===== src/rtl/core/assert_macros.svh =====
// assertion macros, empty when SYNTHESIS is defined
`ifndef ASSERT_MACROS_SVH
`define ASSERT_MACROS_SVH
`ifndef SYNTHESIS
`define ASSERT_CLK(label, clk, rst_n, prop) \
    label: assert property (@(posedge clk) disable iff (!rst_n) (prop)) \
        else $error("assertion failed");
`define ASSERT_NEVER(label, clk, rst_n, cond) \
    label: assert property (@(posedge clk) disable iff (!rst_n) !(cond)) \
        else $error("assertion failed");
`else
`define ASSERT_CLK(label, clk, rst_n, prop)
`define ASSERT_NEVER(label, clk, rst_n, cond)
`endif
`endif


===== src/rtl/core/wsfd_pkg.sv =====
package wsfd_pkg;
    localparam int LIMIT_BITS = 25;

    // configuration register indexes
    localparam logic REG_IS_SERVER = 1'b0;
    localparam logic REG_MAX_BYTES = 1'b1;

    localparam logic [1:0] KIND_DATA = 2'd0;
    localparam logic [1:0] KIND_CTRL = 2'd1;
    localparam logic [1:0] KIND_END  = 2'd2;
    localparam logic [1:0] KIND_ERR  = 2'd3;

    localparam logic [1:0] REPLY_NONE  = 2'd0;
    localparam logic [1:0] REPLY_PONG  = 2'd1;
    localparam logic [1:0] REPLY_CLOSE = 2'd2;

    localparam logic [3:0] ERR_RSV      = 4'd0;
    localparam logic [3:0] ERR_MASK     = 4'd1;
    localparam logic [3:0] ERR_SHORT16  = 4'd2;
    localparam logic [3:0] ERR_BAD64    = 4'd3;
    localparam logic [3:0] ERR_OVER     = 4'd4;
    localparam logic [3:0] ERR_BADCTRL  = 4'd5;
    localparam logic [3:0] ERR_STRAY    = 4'd6;
    localparam logic [3:0] ERR_FRAGOVER = 4'd7;
    localparam logic [3:0] ERR_DATAFRAG = 4'd8;
    localparam logic [3:0] ERR_CLOSE1   = 4'd9;
    localparam logic [3:0] ERR_TEXT     = 4'd10;
    localparam logic [3:0] ERR_UNKNOWN  = 4'd11;

    localparam logic [3:0] OP_CONT  = 4'h0;
    localparam logic [3:0] OP_TEXT  = 4'h1;
    localparam logic [3:0] OP_BIN   = 4'h2;
    localparam logic [3:0] OP_CLOSE = 4'h8;
    localparam logic [3:0] OP_PING  = 4'h9;
    localparam logic [3:0] OP_PONG  = 4'hA;

    typedef struct packed {
        logic [1:0]            kind;
        logic [7:0]            data;
        logic [3:0]            opcode;
        logic                  fin;
        logic                  masked;
        logic [LIMIT_BITS-1:0] length;
        logic [7:0]            cons;
        logic [1:0]            reply;
        logic [3:0]            err;
    } t_result;

    // parse step output: up to two results from one byte
    typedef struct packed {
        logic    valid0;
        t_result res0;
        logic    valid1;
        t_result res1;
    } t_step;
endpackage


===== src/rtl/core/wsfd_parser.sv =====
module wsfd_parser (
    input  logic                            i_clk,
    input  logic                            i_rst_n,
    input  logic                            i_cfg_is_server,
    input  logic [wsfd_pkg::LIMIT_BITS-1:0] i_cfg_max,
    input  logic                            i_en,
    input  logic                            i_action,
    input  logic [7:0]                      i_byte,
    output wsfd_pkg::t_step                 o_step
);
    typedef enum logic [2:0] {
        PH_FIRST, PH_SECOND, PH_LEN16, PH_LEN64, PH_MASK, PH_PAYLOAD
    } t_phase;

    localparam int LB = wsfd_pkg::LIMIT_BITS;

    t_phase       r_phase, n_phase;
    logic [7:0]   r_h1, n_h1, r_h2, n_h2;
    logic [63:0]  r_len, n_len;
    logic [3:0]   r_cnt, n_cnt;
    logic [31:0]  r_key, n_key;
    logic [LB-1:0] r_pay, n_pay;
    logic [3:0]   r_perr, n_perr;
    logic         r_pvalid, n_pvalid;
    logic         r_infrag, n_infrag;
    logic [LB-1:0] r_ftot, n_ftot;
    logic         r_csent, n_csent;
    logic         r_closed, n_closed;
    logic         r_failed, n_failed;

    wsfd_pkg::t_step st;
    assign o_step = st;

    function automatic wsfd_pkg::t_result mk_err(input logic [3:0] c);
        wsfd_pkg::t_result r;
        r = '0;
        r.kind = wsfd_pkg::KIND_ERR;
        r.err = c;
        return r;
    endfunction

    // header size with key
    function automatic logic [7:0] hsize(input logic [7:0] h2);
        logic [7:0] s;
        s = 8'd2;
        if (h2[6:0] == 7'd126) s = s + 8'd2;
        else if (h2[6:0] == 7'd127) s = s + 8'd8;
        if (h2[7]) s = s + 8'd4;
        return s;
    endfunction

    always_comb begin
        logic [3:0] op;
        logic [63:0] len;
        logic do_len, do_start, do_finish;
        logic [LB-1:0] sum;
        logic [LB:0] maxe;
        logic [7:0] v;
        logic [1:0] reply;
        wsfd_pkg::t_result fr, pr;
        n_phase = r_phase; n_h1 = r_h1; n_h2 = r_h2; n_len = r_len; n_cnt = r_cnt;
        n_key = r_key; n_pay = r_pay; n_perr = r_perr; n_pvalid = r_pvalid;
        n_infrag = r_infrag; n_ftot = r_ftot; n_csent = r_csent;
        n_closed = r_closed; n_failed = r_failed;
        st = '0;
        op = r_h1[3:0];
        len = r_len;
        do_len = 1'b0; do_start = 1'b0; do_finish = 1'b0;
        sum = '0; maxe = '0; v = '0; reply = wsfd_pkg::REPLY_NONE;
        fr = '0; pr = '0;
        if (i_en && i_action) begin
            n_csent = 1'b1;
        end else if (i_en && !r_failed) begin
            case (r_phase)
                PH_SECOND: begin
                    n_h2 = i_byte;
                    n_len = '0;
                    n_cnt = '0;
                    if (r_h1[6:4] != 3'd0) begin
                        st.valid0 = 1'b1; st.res0 = mk_err(wsfd_pkg::ERR_RSV);
                        n_failed = 1'b1;
                    end else if (i_byte[7] != i_cfg_is_server) begin
                        st.valid0 = 1'b1; st.res0 = mk_err(wsfd_pkg::ERR_MASK);
                        n_failed = 1'b1;
                    end else if (i_byte[6:0] == 7'd126) begin
                        n_phase = PH_LEN16;
                    end else if (i_byte[6:0] == 7'd127) begin
                        n_phase = PH_LEN64;
                    end else begin
                        len = {57'd0, i_byte[6:0]};
                        n_len = len;
                        do_len = 1'b1;
                    end
                end
                PH_LEN16: begin
                    len = {48'd0, r_len[7:0], i_byte};
                    n_len = len;
                    n_cnt = r_cnt + 4'd1;
                    if (r_cnt == 4'd1) begin
                        if (len < 64'd126) begin
                            st.valid0 = 1'b1; st.res0 = mk_err(wsfd_pkg::ERR_SHORT16);
                            n_failed = 1'b1;
                        end else begin
                            do_len = 1'b1;
                        end
                    end
                end
                PH_LEN64: begin
                    len = {r_len[55:0], i_byte};
                    n_len = len;
                    n_cnt = r_cnt + 4'd1;
                    if (r_cnt == 4'd7) begin
                        if (len[63] || len <= 64'hffff) begin
                            st.valid0 = 1'b1; st.res0 = mk_err(wsfd_pkg::ERR_BAD64);
                            n_failed = 1'b1;
                        end else begin
                            do_len = 1'b1;
                        end
                    end
                end
                PH_MASK: begin
                    n_key = {r_key[23:0], i_byte};
                    n_cnt = r_cnt + 4'd1;
                    if (r_cnt == 4'd3) do_start = 1'b1;
                end
                PH_PAYLOAD: begin
                    case (r_pay[1:0])
                        2'd0: v = i_byte ^ r_key[31:24];
                        2'd1: v = i_byte ^ r_key[23:16];
                        2'd2: v = i_byte ^ r_key[15:8];
                        default: v = i_byte ^ r_key[7:0];
                    endcase
                    pr.data = v;
                    if (!r_pvalid) begin
                        if (op == wsfd_pkg::OP_CONT || op == wsfd_pkg::OP_BIN) begin
                            st.valid0 = 1'b1; pr.kind = wsfd_pkg::KIND_DATA;
                        end else if (op == wsfd_pkg::OP_CLOSE || op == wsfd_pkg::OP_PING) begin
                            st.valid0 = 1'b1; pr.kind = wsfd_pkg::KIND_CTRL;
                        end
                    end
                    st.res0 = pr;
                    n_pay = r_pay + {{(LB-1){1'b0}}, 1'b1};
                    if ({{(64-LB){1'b0}}, n_pay} >= r_len) do_finish = 1'b1;
                end
                default: begin
                    n_h1 = i_byte;
                    n_phase = PH_SECOND;
                end
            endcase

            if (do_len) begin
                if (!op[3] && len > {{(64-LB){1'b0}}, i_cfg_max}) begin
                    st.valid0 = 1'b1; st.res0 = mk_err(wsfd_pkg::ERR_OVER);
                    n_failed = 1'b1;
                end else if (op[3] && (!r_h1[7] || len > 64'd125)) begin
                    st.valid0 = 1'b1; st.res0 = mk_err(wsfd_pkg::ERR_BADCTRL);
                    n_failed = 1'b1;
                end else if (n_h2[7]) begin
                    n_phase = PH_MASK;
                    n_cnt = '0;
                    n_key = '0;
                end else begin
                    n_key = '0;
                    do_start = 1'b1;
                end
            end

            if (do_start) begin
                n_pvalid = 1'b1;
                n_perr = '0;
                maxe = {1'b0, i_cfg_max};
                case (op)
                    wsfd_pkg::OP_CONT: begin
                        if (!r_infrag) n_perr = wsfd_pkg::ERR_STRAY;
                        else if ({1'b0, r_ftot} > maxe ||
                                 len > {{(63-LB){1'b0}}, maxe - {1'b0, r_ftot}})
                            n_perr = wsfd_pkg::ERR_FRAGOVER;
                        else n_pvalid = 1'b0;
                    end
                    wsfd_pkg::OP_BIN: begin
                        if (r_infrag) n_perr = wsfd_pkg::ERR_DATAFRAG;
                        else n_pvalid = 1'b0;
                    end
                    wsfd_pkg::OP_CLOSE: begin
                        if (len == 64'd1) n_perr = wsfd_pkg::ERR_CLOSE1;
                        else n_pvalid = 1'b0;
                    end
                    wsfd_pkg::OP_PING, wsfd_pkg::OP_PONG: n_pvalid = 1'b0;
                    wsfd_pkg::OP_TEXT: n_perr = wsfd_pkg::ERR_TEXT;
                    default: n_perr = wsfd_pkg::ERR_UNKNOWN;
                endcase
                n_pay = '0;
                if (len == 64'd0) do_finish = 1'b1;
                else n_phase = PH_PAYLOAD;
            end

            if (do_finish) begin
                n_phase = PH_FIRST;
                if (n_pvalid) begin
                    fr = mk_err(n_perr);
                    n_failed = 1'b1;
                end else begin
                    sum = r_ftot + len[LB-1:0];
                    case (op)
                        wsfd_pkg::OP_CONT: begin
                            n_ftot = sum;
                            if (r_h1[7]) begin
                                n_infrag = 1'b0; n_ftot = '0;
                            end
                        end
                        wsfd_pkg::OP_BIN: begin
                            if (!r_h1[7]) begin
                                n_infrag = 1'b1; n_ftot = len[LB-1:0];
                            end
                        end
                        wsfd_pkg::OP_CLOSE: begin
                            n_closed = 1'b1;
                            if (!n_csent) begin
                                reply = wsfd_pkg::REPLY_CLOSE; n_csent = 1'b1;
                            end
                        end
                        wsfd_pkg::OP_PING: reply = wsfd_pkg::REPLY_PONG;
                        default: reply = wsfd_pkg::REPLY_NONE;
                    endcase
                    fr.kind = wsfd_pkg::KIND_END;
                    fr.opcode = op;
                    fr.fin = r_h1[7];
                    fr.masked = n_h2[7];
                    fr.length = len[LB-1:0];
                    fr.cons = hsize(n_h2) + (op[3] ? len[7:0] : 8'd0);
                    fr.reply = reply;
                end
                if (st.valid0) begin
                    st.valid1 = 1'b1; st.res1 = fr;
                end else begin
                    st.valid0 = 1'b1; st.res0 = fr;
                end
            end
        end
    end

    always_ff @(posedge i_clk) begin
        if (!i_rst_n) begin
            r_phase <= PH_FIRST; r_h1 <= '0; r_h2 <= '0; r_len <= '0; r_cnt <= '0;
            r_key <= '0; r_pay <= '0; r_perr <= '0; r_pvalid <= 1'b0;
            r_infrag <= 1'b0; r_ftot <= '0; r_csent <= 1'b0; r_closed <= 1'b0;
            r_failed <= 1'b0;
        end else begin
            r_phase <= n_phase; r_h1 <= n_h1; r_h2 <= n_h2; r_len <= n_len;
            r_cnt <= n_cnt; r_key <= n_key; r_pay <= n_pay; r_perr <= n_perr;
            r_pvalid <= n_pvalid; r_infrag <= n_infrag; r_ftot <= n_ftot;
            r_csent <= n_csent; r_closed <= n_closed; r_failed <= n_failed;
        end
    end
endmodule


===== src/rtl/core/wsfd_outq.sv =====
module wsfd_outq (
    input  logic                i_clk,
    input  logic                i_rst_n,
    input  logic                i_push,
    input  wsfd_pkg::t_step     i_step,
    output logic                o_ready,
    output logic                o_valid,
    output wsfd_pkg::t_result   o_res,
    output logic                o_last,
    input  logic                i_stall
);
    // 4-entry result fifo; ready needs room for two
    wsfd_pkg::t_result r_mem [4];
    logic              r_lst [4];
    logic [1:0] r_rd, r_wr;
    logic [2:0] r_cnt;
    logic pop;
    logic [1:0] nput;

    assign o_valid = (r_cnt != 3'd0);
    assign o_res   = r_mem[r_rd];
    assign o_last  = r_lst[r_rd];
    assign o_ready = (r_cnt <= 3'd2);
    assign pop     = o_valid && !i_stall;
    assign nput    = i_push ? ({1'b0, i_step.valid0} + {1'b0, i_step.valid1}) : 2'd0;

    always_ff @(posedge i_clk) begin
        if (i_push && i_step.valid0) begin
            r_mem[r_wr] <= i_step.res0;
            r_lst[r_wr] <= !i_step.valid1;
        end
        if (i_push && i_step.valid1) begin
            r_mem[r_wr + 2'd1] <= i_step.res1;
            r_lst[r_wr + 2'd1] <= 1'b1;
        end
    end

    always_ff @(posedge i_clk) begin
        if (!i_rst_n) begin
            r_rd <= '0; r_wr <= '0; r_cnt <= '0;
        end else begin
            r_wr <= r_wr + nput;
            if (pop) r_rd <= r_rd + 2'd1;
            r_cnt <= r_cnt + {1'b0, nput} - {2'd0, pop};
        end
    end
endmodule


===== src/rtl/core/websocket_frame_decoder.sv =====
// channel | direction | handshake            | payload
// in      | input     | i_valid / o_stall    | i_action, i_wire_byte
// out     | output    | o_valid / i_stall    | o_kind .. o_error_code, o_last
// cfg     | input     | i_cfg_we             | i_cfg_index, i_cfg_data
// one item per cycle while o_stall is low: the parser updates its header state in the cycle the
// item is accepted and its results land in a four-entry output queue
// results are written into the queue on acceptance, up to two per item
// o_stall rises when the queue has fewer than two free entries
// synchronous active-low reset clears parser state and queue; config resets
// to server role and 16 MiB limit
`include "assert_macros.svh"
module websocket_frame_decoder (
    input  logic                            i_clk,
    input  logic                            i_rst_n,
    input  logic                            i_cfg_we,
    input  logic                            i_cfg_index,
    input  logic [wsfd_pkg::LIMIT_BITS-1:0] i_cfg_data,
    input  logic                            i_valid,
    output logic                            o_stall,
    input  logic                            i_action,
    input  logic [7:0]                      i_wire_byte,
    output logic                            o_valid,
    input  logic                            i_stall,
    output logic [1:0]                      o_kind,
    output logic [7:0]                      o_data,
    output logic                            o_last,
    output logic [3:0]                      o_frame_opcode,
    output logic                            o_frame_fin,
    output logic                            o_frame_masked,
    output logic [wsfd_pkg::LIMIT_BITS-1:0] o_frame_length,
    output logic [7:0]                      o_consumable_bytes,
    output logic [1:0]                      o_reply_kind,
    output logic [3:0]                      o_error_code
);
    logic                            r_is_server;
    logic [wsfd_pkg::LIMIT_BITS-1:0] r_max;
    logic        ready;
    logic        accept;
    wsfd_pkg::t_step   step;
    wsfd_pkg::t_result res;

    // config registers
    always_ff @(posedge i_clk) begin
        if (!i_rst_n) begin
            r_is_server <= 1'b1;
            r_max       <= wsfd_pkg::LIMIT_BITS'(16777216);
        end else if (i_cfg_we) begin
            if (i_cfg_index == wsfd_pkg::REG_IS_SERVER) r_is_server <= i_cfg_data[0];
            else r_max <= i_cfg_data;
        end
    end

    assign o_stall = !ready;
    assign accept  = i_valid && ready;

    wsfd_parser u_parser (
        .i_clk(i_clk), .i_rst_n(i_rst_n),
        .i_cfg_is_server(r_is_server), .i_cfg_max(r_max),
        .i_en(accept), .i_action(i_action), .i_byte(i_wire_byte),
        .o_step(step)
    );

    wsfd_outq u_outq (
        .i_clk(i_clk), .i_rst_n(i_rst_n),
        .i_push(accept), .i_step(step),
        .o_ready(ready), .o_valid(o_valid), .o_res(res), .o_last(o_last),
        .i_stall(i_stall)
    );

    assign o_kind             = res.kind;
    assign o_data             = res.data;
    assign o_frame_opcode     = res.opcode;
    assign o_frame_fin        = res.fin;
    assign o_frame_masked     = res.masked;
    assign o_frame_length     = res.length;
    assign o_consumable_bytes = res.cons;
    assign o_reply_kind       = res.reply;
    assign o_error_code       = res.err;

    // second result only ever follows a first one
    `ASSERT_NEVER(a_slot_order, i_clk, i_rst_n, accept && step.valid1 && !step.valid0)
    // a local close never produces a result
    `ASSERT_NEVER(a_close_silent, i_clk, i_rst_n, accept && i_action && step.valid0)
    // second result is always a frame end or an error
    `ASSERT_CLK(a_second_end, i_clk, i_rst_n,
        !(accept && step.valid1) || step.res1.kind == wsfd_pkg::KIND_END ||
        step.res1.kind == wsfd_pkg::KIND_ERR)
endmodule

===== config.mk =====
export PLATFORM = sky130hd
export DESIGN_NAME = websocket_frame_decoder
export DESIGN_NICKNAME = d
export VERILOG_FILES = /design/src/rtl/core/wsfd_pkg.sv /design/src/rtl/core/wsfd_parser.sv /design/src/rtl/core/wsfd_outq.sv /design/src/rtl/core/websocket_frame_decoder.sv
export VERILOG_INCLUDE_DIRS = /design/src /design/src/rtl/core
export SDC_FILE = /design/constraint.sdc
export NUM_CORES = 1
export LEC_CHECK = 0
export ABC_AREA = 1
export BUFFER_PORTS_ARGS = -buffer_cell sky130_fd_sc_hd__buf_4
export CORE_UTILIZATION = 39
export CTS_BUF_LIST = sky130_fd_sc_hd__clkbuf_16
export DETAILED_ROUTE_END_ITERATION = 8
export GPL_ROUTABILITY_DRIVEN = 0
export PLACE_DENSITY_LB_ADDON = 0.2
export RECOVER_POWER = 25
export SETUP_SLACK_MARGIN = 0.15
export SYNTH_ARGS = -nofsm -noshare
export SYNTH_HDL_FRONTEND = slang
export SYNTH_SLANG_ARGS = --single-unit

===== constraint.sdc =====
create_clock -name i_clk -period 7.1 [get_ports i_clk]
set_clock_uncertainty 0.15 [all_clocks]
set_input_delay 1.065 -clock i_clk [delete_from_list [all_inputs] [get_ports i_clk]]
set_output_delay 1.065 -clock i_clk [all_outputs]
set_load 0.03 [all_outputs]

Word level (Yosys, flattened, before mapping):

Memories as Yosys holds them, arrays and structs flattened. A register that Yosys moved wholly into a read port is not among the register bits.
Cells that the tools add are included.

* register bits: 210
* bits in writable memories: 224
* output and inout bits: 58
* memories kept: 2

Memory list
* u_outq.r_mem: words 4, bits a word 55, rd ports 1, clocked after Yosys merged registers in 1, write ports 2, RTL line wsfd_outq.sv:13 `wsfd_pkg::t_result r_mem [4];`
* u_outq.r_lst: words 4, bits a word 1, rd ports 1, clocked after Yosys merged registers in 1, write ports 2, RTL line wsfd_outq.sv:14 `logic r_lst [4];`

* add/subtract/negate cells: 12
* magnitude comparators: 8
* equal/unequal tests: 24
* mux-type cells: 150
* bitwise logic cells: 8
* reduce and logical (&&, ||, !) cells: 43

Operator list (number)
* 56-bit two-way mux: 12
* 64-bit two-way mux: 9
* 64-bit case mux with 3 select lines: 2
* 112-bit two-way mux: 3
* 56-bit case mux with 4 select lines: 1
* 32-bit two-way mux: 4
* 8-bit two-way mux: 14
* 25-bit two-way mux: 4
* 64-bit by 1-bit equality test with 1-bit output (second input constant): 1
* 25-bit by 64-bit >= comparator with 1-bit output: 1
* 64-bit by 25-bit greater-than comparator with 1-bit output: 1
* 64-bit by 26-bit greater-than comparator with 1-bit output: 1
* 64-bit by 7-bit greater-than comparator with 1-bit output (second input constant): 1
* 64-bit by 16-bit <= comparator with 1-bit output (second input constant): 1
* 64-bit zero test: 1
* 1-bit two-way mux: 58
* 55-bit two-way mux: 1
* 25-bit case mux with 2 select lines: 1
* 41-bit two-way mux: 1
* 4-bit two-way mux: 10
* 3-bit two-way mux: 12
* 8-bit bitwise XOR: 4
* 7-bit equality test (second input constant): 4
* 25-bit by 25-bit subtractor with 26-bit output: 1
* 52 further kinds: 97

Logic depth before layout (Yosys ltp):

Gate-level depths: netlist (run 1).

* depth in word-level cells: 39
* depth in mapped cells: 36
* mapped depth without buffers: 36

Hierarchy:

From an unflattened synthesis (run 1), not the netlist that was laid out.

* cells, all modules: 3672
* area, all modules: 27345.0 um2

By module, submodules not included
* wsfd_parser: instances 1, cells each 2326, area an instance 14966.9 um2, sequential area each 3543.4 um2
* wsfd_outq: instances 1, cells each 1180, area an instance 11304.6 um2, sequential area each 6866.6 um2
* websocket_frame_decoder: instances 1, cells each 166, area an instance 1073.5 um2, sequential area each 520.5 um2

Worst setup path after synthesis (run 1):

No wires, ideal clock.

* kind: flip-flop to flip-flop
* start: reg u_parser.r_pay[0]
* end: mem u_outq.r_mem[0][0] (netlist name) (enable)
* setup time: 0.406 ns
* arrival: 5.200 ns
* required time: 6.544 ns
* path slack: 1.343 ns
* cell stages (with the launch flop): 26
* path buffers: 2
* period minus slack after synthesis: 5.757 ns
* path through: dfxtp_1 ha_1 clkbuf_1 inv_1 nor4_1 nand3_1 nor3_1 nand3_1 nor2_1 nand2_1 nor3_1 xor2_1 inv_1 ha_1 nand2_1 nor3_1 o21ai_0 nand3_1 a21oi_1 or2_2 nand2_2 nand2_1 nor2_1 inv_1 clkbuf_1 nand2_1

RTL lines
* start, declared: RTL line wsfd_parser.sv:22 `logic [LB-1:0] r_pay, n_pay;`
* start signal, assigned: RTL line wsfd_parser.sv:250 `r_cnt <= n_cnt; r_key <= n_key; r_pay <= n_pay; r_perr <= n_perr;`
* end, declared: RTL line wsfd_outq.sv:13

==> results of run 1 <==
metal layers:
metal / GRT usage (%) / routed length [microns] / vias to the layer above
met4: 7.544 / 2446 / 0
met2: 40.22 / 38260 / 800
met5: 0 / 0 / -
met1: 33.09 / 37170 / 11033
li1: - / - / 11842
met3: 2.778 / 4884 / 143
logic make-up after synthesis:
family,synth area share [%]
fa+ha+maj,6.635
flops,41.25
xor+xnor,1.975
simple gates,22.33
compound gates,19.57
other cells,0.01458
buf+inv,8.221
worst max path at each step:
| stage | startpoint | to | depth (start not counted) |
|---|---|---|---|
| 2_1_floorplan | u_parser.r_pay[0] | u_outq.r_mem[0][0] | 25 |
| 3_3_place_gp | i_wire_byte[3] | u_outq.r_cnt[2] | 33 |
| 3_5_place_dp | i_wire_byte[3] | u_outq.r_mem[1][12] | 29 |
| 4_1_cts | u_parser.r_pay[0] | u_outq.r_mem[1][24] | 24 |
| 5_1_grt | u_outq.r_cnt[1] | u_parser.r_len[60] | 12 |
| 6_report | u_parser.r_pay[0] | u_outq.r_mem[1][12] | 26 |
tightest hold or removal path: stages, from the launching register on:
cell and delay [ns]:
dfxtp_1 0.29, inv_1 0.06, a21oi_1 0.05
stage by stage:
| step | power (mW) | util (%) | instance area, sq um | hold slack [ns] |
|---|---|---|---|---|
| final | 8.017 | 44.28 | 28700 | 0.3063 |
| after global routing | 8.435 | 44.28 | 28700 | 0.3276 |
| after CTS | 8.168 | 44.62 | 28920 | 0.3061 |
| after detailed placement | 5.559 | 42.09 | 27280 | 0.2985 |
| after global placement | 5.551 | 42.09 | 27280 | 0.2943 |
| after floorplan | 4.640 | - | 25720 | 0.2790 |
registers in the layout, summed over array words and instances, names as in the netlist, 2 cells and up, named ones only:
signal	count
u_parser.r_h1	8
u_parser.r_pay	25
u_parser.r_key	32
u_parser.r_ftot	25
u_parser.r_cnt	4
u_outq.r_cnt	3
r_max	25
u_parser.r_perr	4
u_parser.r_len	64
u_parser.r_h2	8
u_parser.r_phase	3
u_outq.r_lst	4
u_outq.r_rd	2
u_outq.r_mem	220
u_outq.r_wr	2
power by group through the flow:
stage	combinational [mW]	clock (mW)	sequential, mW
final	2.53	2.61	2.88
after global routing	2.79	2.75	2.90
after CTS	2.64	2.65	2.88
after detailed placement	2.63	0	2.93
after global placement	2.62	0	2.93
after floorplan	1.77	0	2.87
synth_stat cells, types with 3 or more instances:
cell type and instances:
o211ai_1 7, o21ai_0 462, o21bai_1 12, a21oi_1 300
clkinv_1 3, inv_1 363, o221ai_1 10, buf_2 21
buf_6 3, nand4_1 49, nor2_1 475, nand2_2 10
or2_2 5, ha_1 130, buf_4 3, nand3_2 3
nand2_1 611, fa_1 4, o22ai_1 71, inv_2 13
nor2_2 15, nand3_1 135, xnor2_1 16, o21ai_1 29
dfxtp_1 248, clkbuf_1 133, a211oi_1 22, nor3_1 35
edfxtp_1 188, buf_1 7, xor2_1 42, a31oi_1 12
a21o_1 6, nor2_4 10, nor4_1 12
layout make-up:
cell class | instances | area, sq um | share of cell area, %
clock buffers | 50 | 1251 | 4.359
clock inverters | 42 | 387.9 | 1.351
inverters | 380 | 1429 | 4.978
multi-input cells | 2508 | 13020 | 45.37
flip-flops and latches | 436 | 10620 | 36.99
well taps | 855 | 1070 | 3.727
repair buffers | 147 | 927.1 | 3.230
==> reports/results.ini, run 1 <==
[final_layout]
fillers=6600
drive_above_1_share_pct=6.764
final_nets=3697
final_cell_count_no_fill=4418
layout_common_cells=607 x nand2_1, 469 x nor2_1, 462 x o21ai_0
num_antenna_cells=0
final_common_cell=nand2_1
synthToLayoutAreaGrowth_pct=11.59

[global_routing]
grt_pass1_vias=22265
grt_start_max_net_pins=96
antenna_found_initial=0
overflow=0
grt_pass1_wl_microns=128000
track_usage_pct=24.31

[placed_design]
dp_hpwl_microns=56640
portBuffers=97
place_ws_ns=0.5300
dp_cells=4326

[route]
via_count=23818
firstDrtPassIters=5
routed_wl_microns=82760
wl_per_cell_microns=18.73
drt_iter0_drc=1935
viasPerCell=5.391
drc=0
ant_nets=0

[run_status]
outcome=finished with violations
violations=capacitance limit, slew limit

[floorplan]
core_sq_um=64810
fp.dieW_microns=258.8
die_y_microns=258.8
row_count=93
die_area_sq_um=66980
ios=98
initial_core_util_pct=39.68

[sta]
rsz0062_at_grt=no
period_share_pct=90.02
tightest_slew_ns=3.148
hold_viol_final=0
fmax_ghz=0.1565
setup_viol=0
slew_headroom_pct=-109.9
setup_tns_ns=0
slew_violations=334
min_period_ns=6.391
fin_ws_ns=0.7086

[logic_synthesis]
synth.top_cells.by_area=edfxtp_1 22%, dfxtp_1 19%, o21ai_0 9.0%, nand2_1 8.9%, nor2_1 6.9%
synth_seq_area_share_pct=41.25
synth_area_per_cell_sq_um=7.368
ys_seq_elements=436
synth_edf_count=188
synth_cell_types=56
yosysTopAreaCellShare_pct=21.95
ys.warnings.count=0
ys.flop_type=dfxtp_1
synth.largest_area_cell=edfxtp_1
synthArstFlopShare_pct=0
synth_nets=3665
synth_area_sq_um=25720
syn_inst=3491

[clocking]
cts_setup_buffers=0
cts-hold-fix-buffers=0
numCtsBuffers=50
post_cts_resize_count=0
root_buffer=clkbuf_16
htreeDepth=2
insertion_delay_ns=0.62
path_clk_slew_ns=0.06
clock-sinks=436
cts_tree=yes
cts_buffer_depth=3

[run]
maxCapViolCount=5

[hold_path]
hold_path_depth=2
min-delay-start=u_parser.r_len[61]
hp-class=reg -> reg
hold_path_end=u_parser.r_len[61]

[worst_setup_path]
critPathRequiredTime_ns=7.31
timing.rr.start=u_parser.r_pay[0]
crit_top_cell=nand2_1
cp_slowest_cell=ha_1
rrSetupSlack_ns=0.71
cp_top_family=simple AND/OR/NAND/NOR gates
worstSetupPathType=reg -> reg
path_max_fanout=42
r2r-end=u_outq.r_mem[1][12]
worstSetupStartpointType=flop
worstPathArrival_ns=6.60
crit_buf_inv=4
cp-end-kind=flop
r2r_cells=26
cpPeakStageDelay_ns=0.52

[pwr]
netSwitchingPower_mw=3.061
power_density_nw_per_um2=279.3
ir_drop_mv=0.2198
p_int_mw=4.956
p_clk_share_pct=32.5
seqPwrFrac_pct=35.9
leakage_nw=11.15
switching_share_pct=38.18
p_comb_share_pct=31.5

Note: power is estimated with default switching activity, not from simulation.
==> run 2, diff against run 1 <==
--- a/config.mk
+++ b/config.mk
@@ -17,4 +17,5 @@
 export SETUP_SLACK_MARGIN = 0.15
 export SYNTH_ARGS = -nofsm -noshare
 export SYNTH_HDL_FRONTEND = slang
+export SYNTH_HIERARCHICAL = 1
 export SYNTH_SLANG_ARGS = --single-unit
==> reports/results.ini, run 2 <==
[worst_setup_path]
worstPathArrival_ns=6.90
path_max_fanout=13
cp-end-kind=flop
cp_slowest_cell=nor2_1
worstSetupStartpointType=flop
worstSetupPathType=reg -> reg
critPathRequiredTime_ns=7.45
cpPeakStageDelay_ns=0.67
crit_top_cell=nand2_1

[sta]
setup_viol=0
setup_tns_ns=0
period_share_pct=92.22
fmax_ghz=0.1527
min_period_ns=6.548
slew_headroom_pct=-134.6
hold_viol_final=0
tightest_slew_ns=3.519
slew_violations=265
rsz0062_at_grt=yes
fin_ws_ns=0.5523

[final_layout]
reg_top3=u_outq/r_mem (220), u_parser/r_len (64), u_parser/r_key (32)
final_common_cell=nand2_1
synthToLayoutAreaGrowth_pct=10.42
final_nets=3859
seq_area_sq_um=10930
drive_above_1_share_pct=6.914
multiInputGateArea_sq_um=13840
layout_common_cells=749 x nand2_1, 415 x inv_1, 406 x nor2_1
largest_reg_flops=220
largest-register=u_outq/r_mem
fillers=7075

[route]
ant_nets=0
viasPerCell=5.181
wl_per_cell_microns=17.29
drc=0
drt_iter0_drc=2038
via_count=24087
routed_wl_microns=80400
firstDrtPassIters=6

[logic_synthesis]
ys.flop_type=edfxtp_1
synth_cell_types=57
ys_top_cells_by_count=755 x nand2_1, 408 x nor2_1, 402 x inv_1
yosysMostFrequentCell=nand2_1
synth.top_cells.by_area=edfxtp_1 24%, dfxtp_1 16%, nand2_1 10%, o21ai_0 7.2%, ha_1 6.4%
ys_seq_elements=436
synth_seq_area_share_pct=39.97
synth_edf_count=220
synth.largest_area_cell=edfxtp_1
syn_inst=3672
yosysTopAreaCellShare_pct=24.16
ys.warnings.count=6
synth_area_per_cell_sq_um=7.447
synth_area_sq_um=27340
synthArstFlopShare_pct=0

[global_routing]
antenna_found_initial=1
grt_start_max_net_pins=112
grt_pass1_vias=22448
track_usage_pct=22.34
grt_pass1_wl_microns=126300
overflow=0

[run_status]
violations=capacitance limit, slew limit
outcome=finished with violations

[placed_design]
portBuffers=97
place_ws_ns=0.5575
dp_hpwl_microns=55170

[floorplan]
initial_core_util_pct=39.66
fp.dieW_microns=266.8
core_sq_um=68950
die_area_sq_um=71180
row_count=96
die_y_microns=266.8
ios=98

[clocking]
cts_setup_buffers=0
insertion_delay_ns=0.62
cts_buffer_depth=3
root_buffer=clkbuf_16
clock-sinks=436
numCtsBuffers=50
htreeDepth=2
cts_tree=yes
path_clk_slew_ns=0.06

[pwr]
power_density_nw_per_um2=255.0
p_int_mw=4.939
netSwitchingPower_mw=2.760
ir_drop_mv=0.1493
leakage_nw=11.70
seqPwrFrac_pct=36.9
p_clk_share_pct=35.4
switching_share_pct=35.84
p_comb_share_pct=27.7

[hold_path]
hp-class=reg -> reg

[run]
maxCapViolCount=4

-- run 2: changes by cell type after synthesis, moves of 32 or more --
cell,before,now
nand2_1,611,755
o21ai_0,462,391
o21ai_1,29,99
nor2_1,475,408
inv_1,363,402
clkbuf_1,133,97
dfxtp_1,248,216
edfxtp_1,188,220
-- run 2: cell type report --
| type | instances | area share, % |
|---|---|---|
| inverters | 420 | 5.225 |
| diodes | 1 | 0.008287 |
| well taps | 931 | 3.858 |
| clock buffers | 52 | 4.309 |
| clock inverters | 42 | 1.392 |
| repair buffers | 140 | 3.166 |
| flip-flops and latches | 436 | 36.21 |
| multi-input cells | 2627 | 45.83 |
-- run 2: timing repair --
item,4_1_cts,5_1_grt
hold buffers,0,0
resized for setup,0,2
endpoints found under the setup margin,0,152
-- run 2: final timing paths --
check | endpoint | startpoint | cells after the start | slack [ns]
worst min-delay path | u_outq/r_lst[1] | u_outq/r_lst[1] | 2 | 0.31
worst max-delay path | u_outq/r_cnt[2] | u_parser/r_phase[2] | 37 | 0.55
worst max register to register | u_outq/r_cnt[2] | u_parser/r_phase[2] | 37 | 0.55
worst min register to register | u_outq/r_lst[1] | u_outq/r_lst[1] | 2 | 0.31
-- run 2: metrics by stage --
step	std cells	cell area (sq um)	hold slack (ns)	power (mW)	util, %
2_1_floorplan	3686	27400	0.2736	4.425	-
3_3_place_gp	4554	28700	0.2947	5.127	41.63
3_5_place_dp	4554	28700	0.2940	5.131	41.63
4_1_cts	4648	30420	0.3089	7.869	44.12
5_1_grt	4649	30200	0.3291	8.098	43.80
6_report	4649	30200	0.3113	7.699	43.80
-- run 2: worst max-delay path, delay by kind of cell, from the launching register on --
| family | cells | cell delay [ns] |
|---|---|---|
| AOI/OAI and AO/OA | 2 | 0.24 |
| adders and majority gates | 5 | 1.43 |
| buffers and inverters | 5 | 1.04 |
| DFF | 1 | 0.38 |
| and+or+nand+nor | 25 | 3.25 |
-- run 2: layer usage --
metal	part of all wire [%]	global-route usage, %	up-vias
met3	4.4	2.740	135
met1	46	29.84	11090
met2	47	37.82	558
met5	0	0	-
met4	2.5	6.213	0
li1	-	-	12304
-- run 2: cell families after synthesis --
| kind of cell | Yosys count | share of synthesized area [%] |
|---|---|---|
| compound gates | 989 | 19.91 |
| buf+inv | 623 | 9.801 |
| simple gates | 1417 | 21.62 |
| fa+ha+maj | 144 | 6.699 |
| other cells | 1 | 0.01371 |
| flops | 436 | 39.97 |
| xor+xnor | 62 | 1.986 |
-- run 2: power groups by stage --
stage          Sequential [mW]  Combinational (mW)  Clock [mW]
5_1_grt                   2.86                2.36        2.88
3_3_place_gp              2.90                2.23           0
6_report                  2.84                2.13        2.72
2_1_floorplan             2.84                1.59           0
3_5_place_dp              2.90                2.23           0
4_1_cts                   2.84                2.24        2.79
==> run 3, diff against run 2 <==
--- a/config.mk
+++ b/config.mk
@@ -8,7 +8,7 @@
 export LEC_CHECK = 0
 export ABC_AREA = 1
 export BUFFER_PORTS_ARGS = -buffer_cell sky130_fd_sc_hd__buf_4
-export CORE_UTILIZATION = 39
+export CORE_UTILIZATION = 32
 export CTS_BUF_LIST = sky130_fd_sc_hd__clkbuf_16
 export DETAILED_ROUTE_END_ITERATION = 8
 export GPL_ROUTABILITY_DRIVEN = 0
==> reports/results.ini, run 3 (synthesis gave the netlist of run 2 again) <==
[global_routing]
track_usage_pct=19.60
grt_pass1_vias=22691
grt_pass1_wl_microns=133100
overflow=0
antenna_found_initial=2
grt_start_max_net_pins=96

[final_layout]
num_antenna_cells=0
reg_top3=u_outq/r_mem (220), u_parser/r_len (64), u_parser/r_key (32)
final_common_cell=nand2_1
fillers=8889
multiInputGateArea_sq_um=13850
final_nets=3864
synthToLayoutAreaGrowth_pct=11.46
largest_reg_flops=220
drive_above_1_share_pct=7.256
seq_area_sq_um=10940
largest-register=u_outq/r_mem
layout_common_cells=749 x nand2_1, 407 x inv_1, 404 x nor2_1

[run_status]
outcome=finished with violations
violations=capacitance limit, slew limit

[pwr]
seqPwrFrac_pct=36.2
power_density_nw_per_um2=258.1
netSwitchingPower_mw=2.839
leakage_nw=11.72
p_int_mw=5.026
switching_share_pct=36.10
p_comb_share_pct=27.7
p_clk_share_pct=36.1
ir_drop_mv=0.2012
total_power_mw=7.866

[sta]
min_period_ns=6.473
slew_violations=314
tightest_slew_ns=3.222
rsz0062_at_grt=no
setup_tns_ns=0
fmax_ghz=0.1545
fin_hold_ws_ns=0.3100
setup_viol=0
slew_headroom_pct=-114.8
hold_viol_final=0
period_share_pct=91.17

[worst_setup_path]
worstSetupStartpointType=flop
crit_top_cell=nand2_1
crit_buf_inv=3
path_max_fanout=11
worstSetupPathType=reg -> reg
critPathRequiredTime_ns=7.50
worstPathArrival_ns=6.88
cp_slowest_cell=dfxtp_1
cp-end-kind=flop
cp_top_family=simple AND/OR/NAND/NOR gates
cpPeakStageDelay_ns=0.63

[floorplan]
fp.dieW_microns=294.3
core_sq_um=84090
row_count=106
die_y_microns=294.3
ios=98
die_area_sq_um=86630
initial_core_util_pct=32.52

[clocking]
root_buffer=clkbuf_16
numCtsBuffers=52
clock-sinks=436
path_clk_slew_ns=0.06
htreeDepth=2
insertion_delay_ns=0.63
cts_setup_buffers=0
cts_tree=yes
cts_buffer_depth=3

[hold_path]
hp-class=reg -> reg

[route]
ant_nets=0
met1_length_microns=39830
wl_met3_microns=3955
dr_wl_met2_microns=39520
drc=0
drt_iter0_drc=1644
via_count=24293
wl_per_cell_microns=17.65
top_layer=met5
routed_wl_microns=85690
firstDrtPassIters=6
viasPerCell=5.004

[placed_design]
dp_hpwl_microns=59260
portBuffers=97

[run]
maxCapViolCount=5

run 3: power groups by stage:
| stage | sequential, mW | combinational, mW | clock [mW] |
|---|---|---|---|
| 4_1_cts | 2.84 | 2.30 | 2.91 |
| 5_1_grt | 2.86 | 2.41 | 3.02 |
| 3_3_place_gp | 2.90 | 2.30 | 0 |
| 3_5_place_dp | 2.90 | 2.29 | 0 |
| 2_1_floorplan | 2.84 | 1.59 | 0 |
| 6_report | 2.84 | 2.18 | 2.84 |
run 3: stage by stage:
stage | setup WS [ns] | cells | utilization, % | cell area, sq um
floorplan | 0.9570 | 3686 | - | 27400
global placement | 0.5329 | 4760 | 34.36 | 28890
CTS | 0.7347 | 4855 | 36.51 | 30700
detailed placement | 0.4735 | 4760 | 34.36 | 28890
finish | 0.6269 | 4855 | 36.25 | 30480
global route | 0.1448 | 4855 | 36.25 | 30480
run 3: worst paths after layout:
check | from | to | slack, ns | depth (start not counted)
setup / recovery | u_parser/r_phase[1] | u_outq/r_cnt[2] | 0.63 | 34
hold / removal | u_parser/r_pay[9] | u_parser/r_pay[9] | 0.31 | 2
setup reg to reg | u_parser/r_phase[1] | u_outq/r_cnt[2] | 0.63 | 34
hold reg to reg | u_parser/r_pay[9] | u_parser/r_pay[9] | 0.31 | 2
run 3: layer usage:
| layer | track usage [%] | vias to the layer above |
|---|---|---|
| met5 | 0 | - |
| met4 | 5.691 | 4 |
| met3 | 2.451 | 126 |
| met2 | 32.38 | 555 |
| met1 | 26.67 | 11274 |
| li1 | - | 12334 |
run 3: final cells by class:
type                    count  share of cell area [%]
clock buffers              52                   4.269
repair buffers            143                   2.898
inverters                 420                   5.172
clock inverters            43                   1.671
flip-flops and latches    436                   35.88
multi-input cells        2627                   45.46
well taps                1134                   4.655
run 3: worst min-delay path, stage by stage (launching register included):
cell and delay (ns):
dfxtp_1 0.31, nand2_1 0.06, a21oi_1 0.05
run 3: repair_timing:
| item | CTS | global route |
|---|---|---|
| hold buffers | 0 | 0 |
| gates resized for setup | 0 | 2 |
| setup endpoints to repair | 0 | 92 |
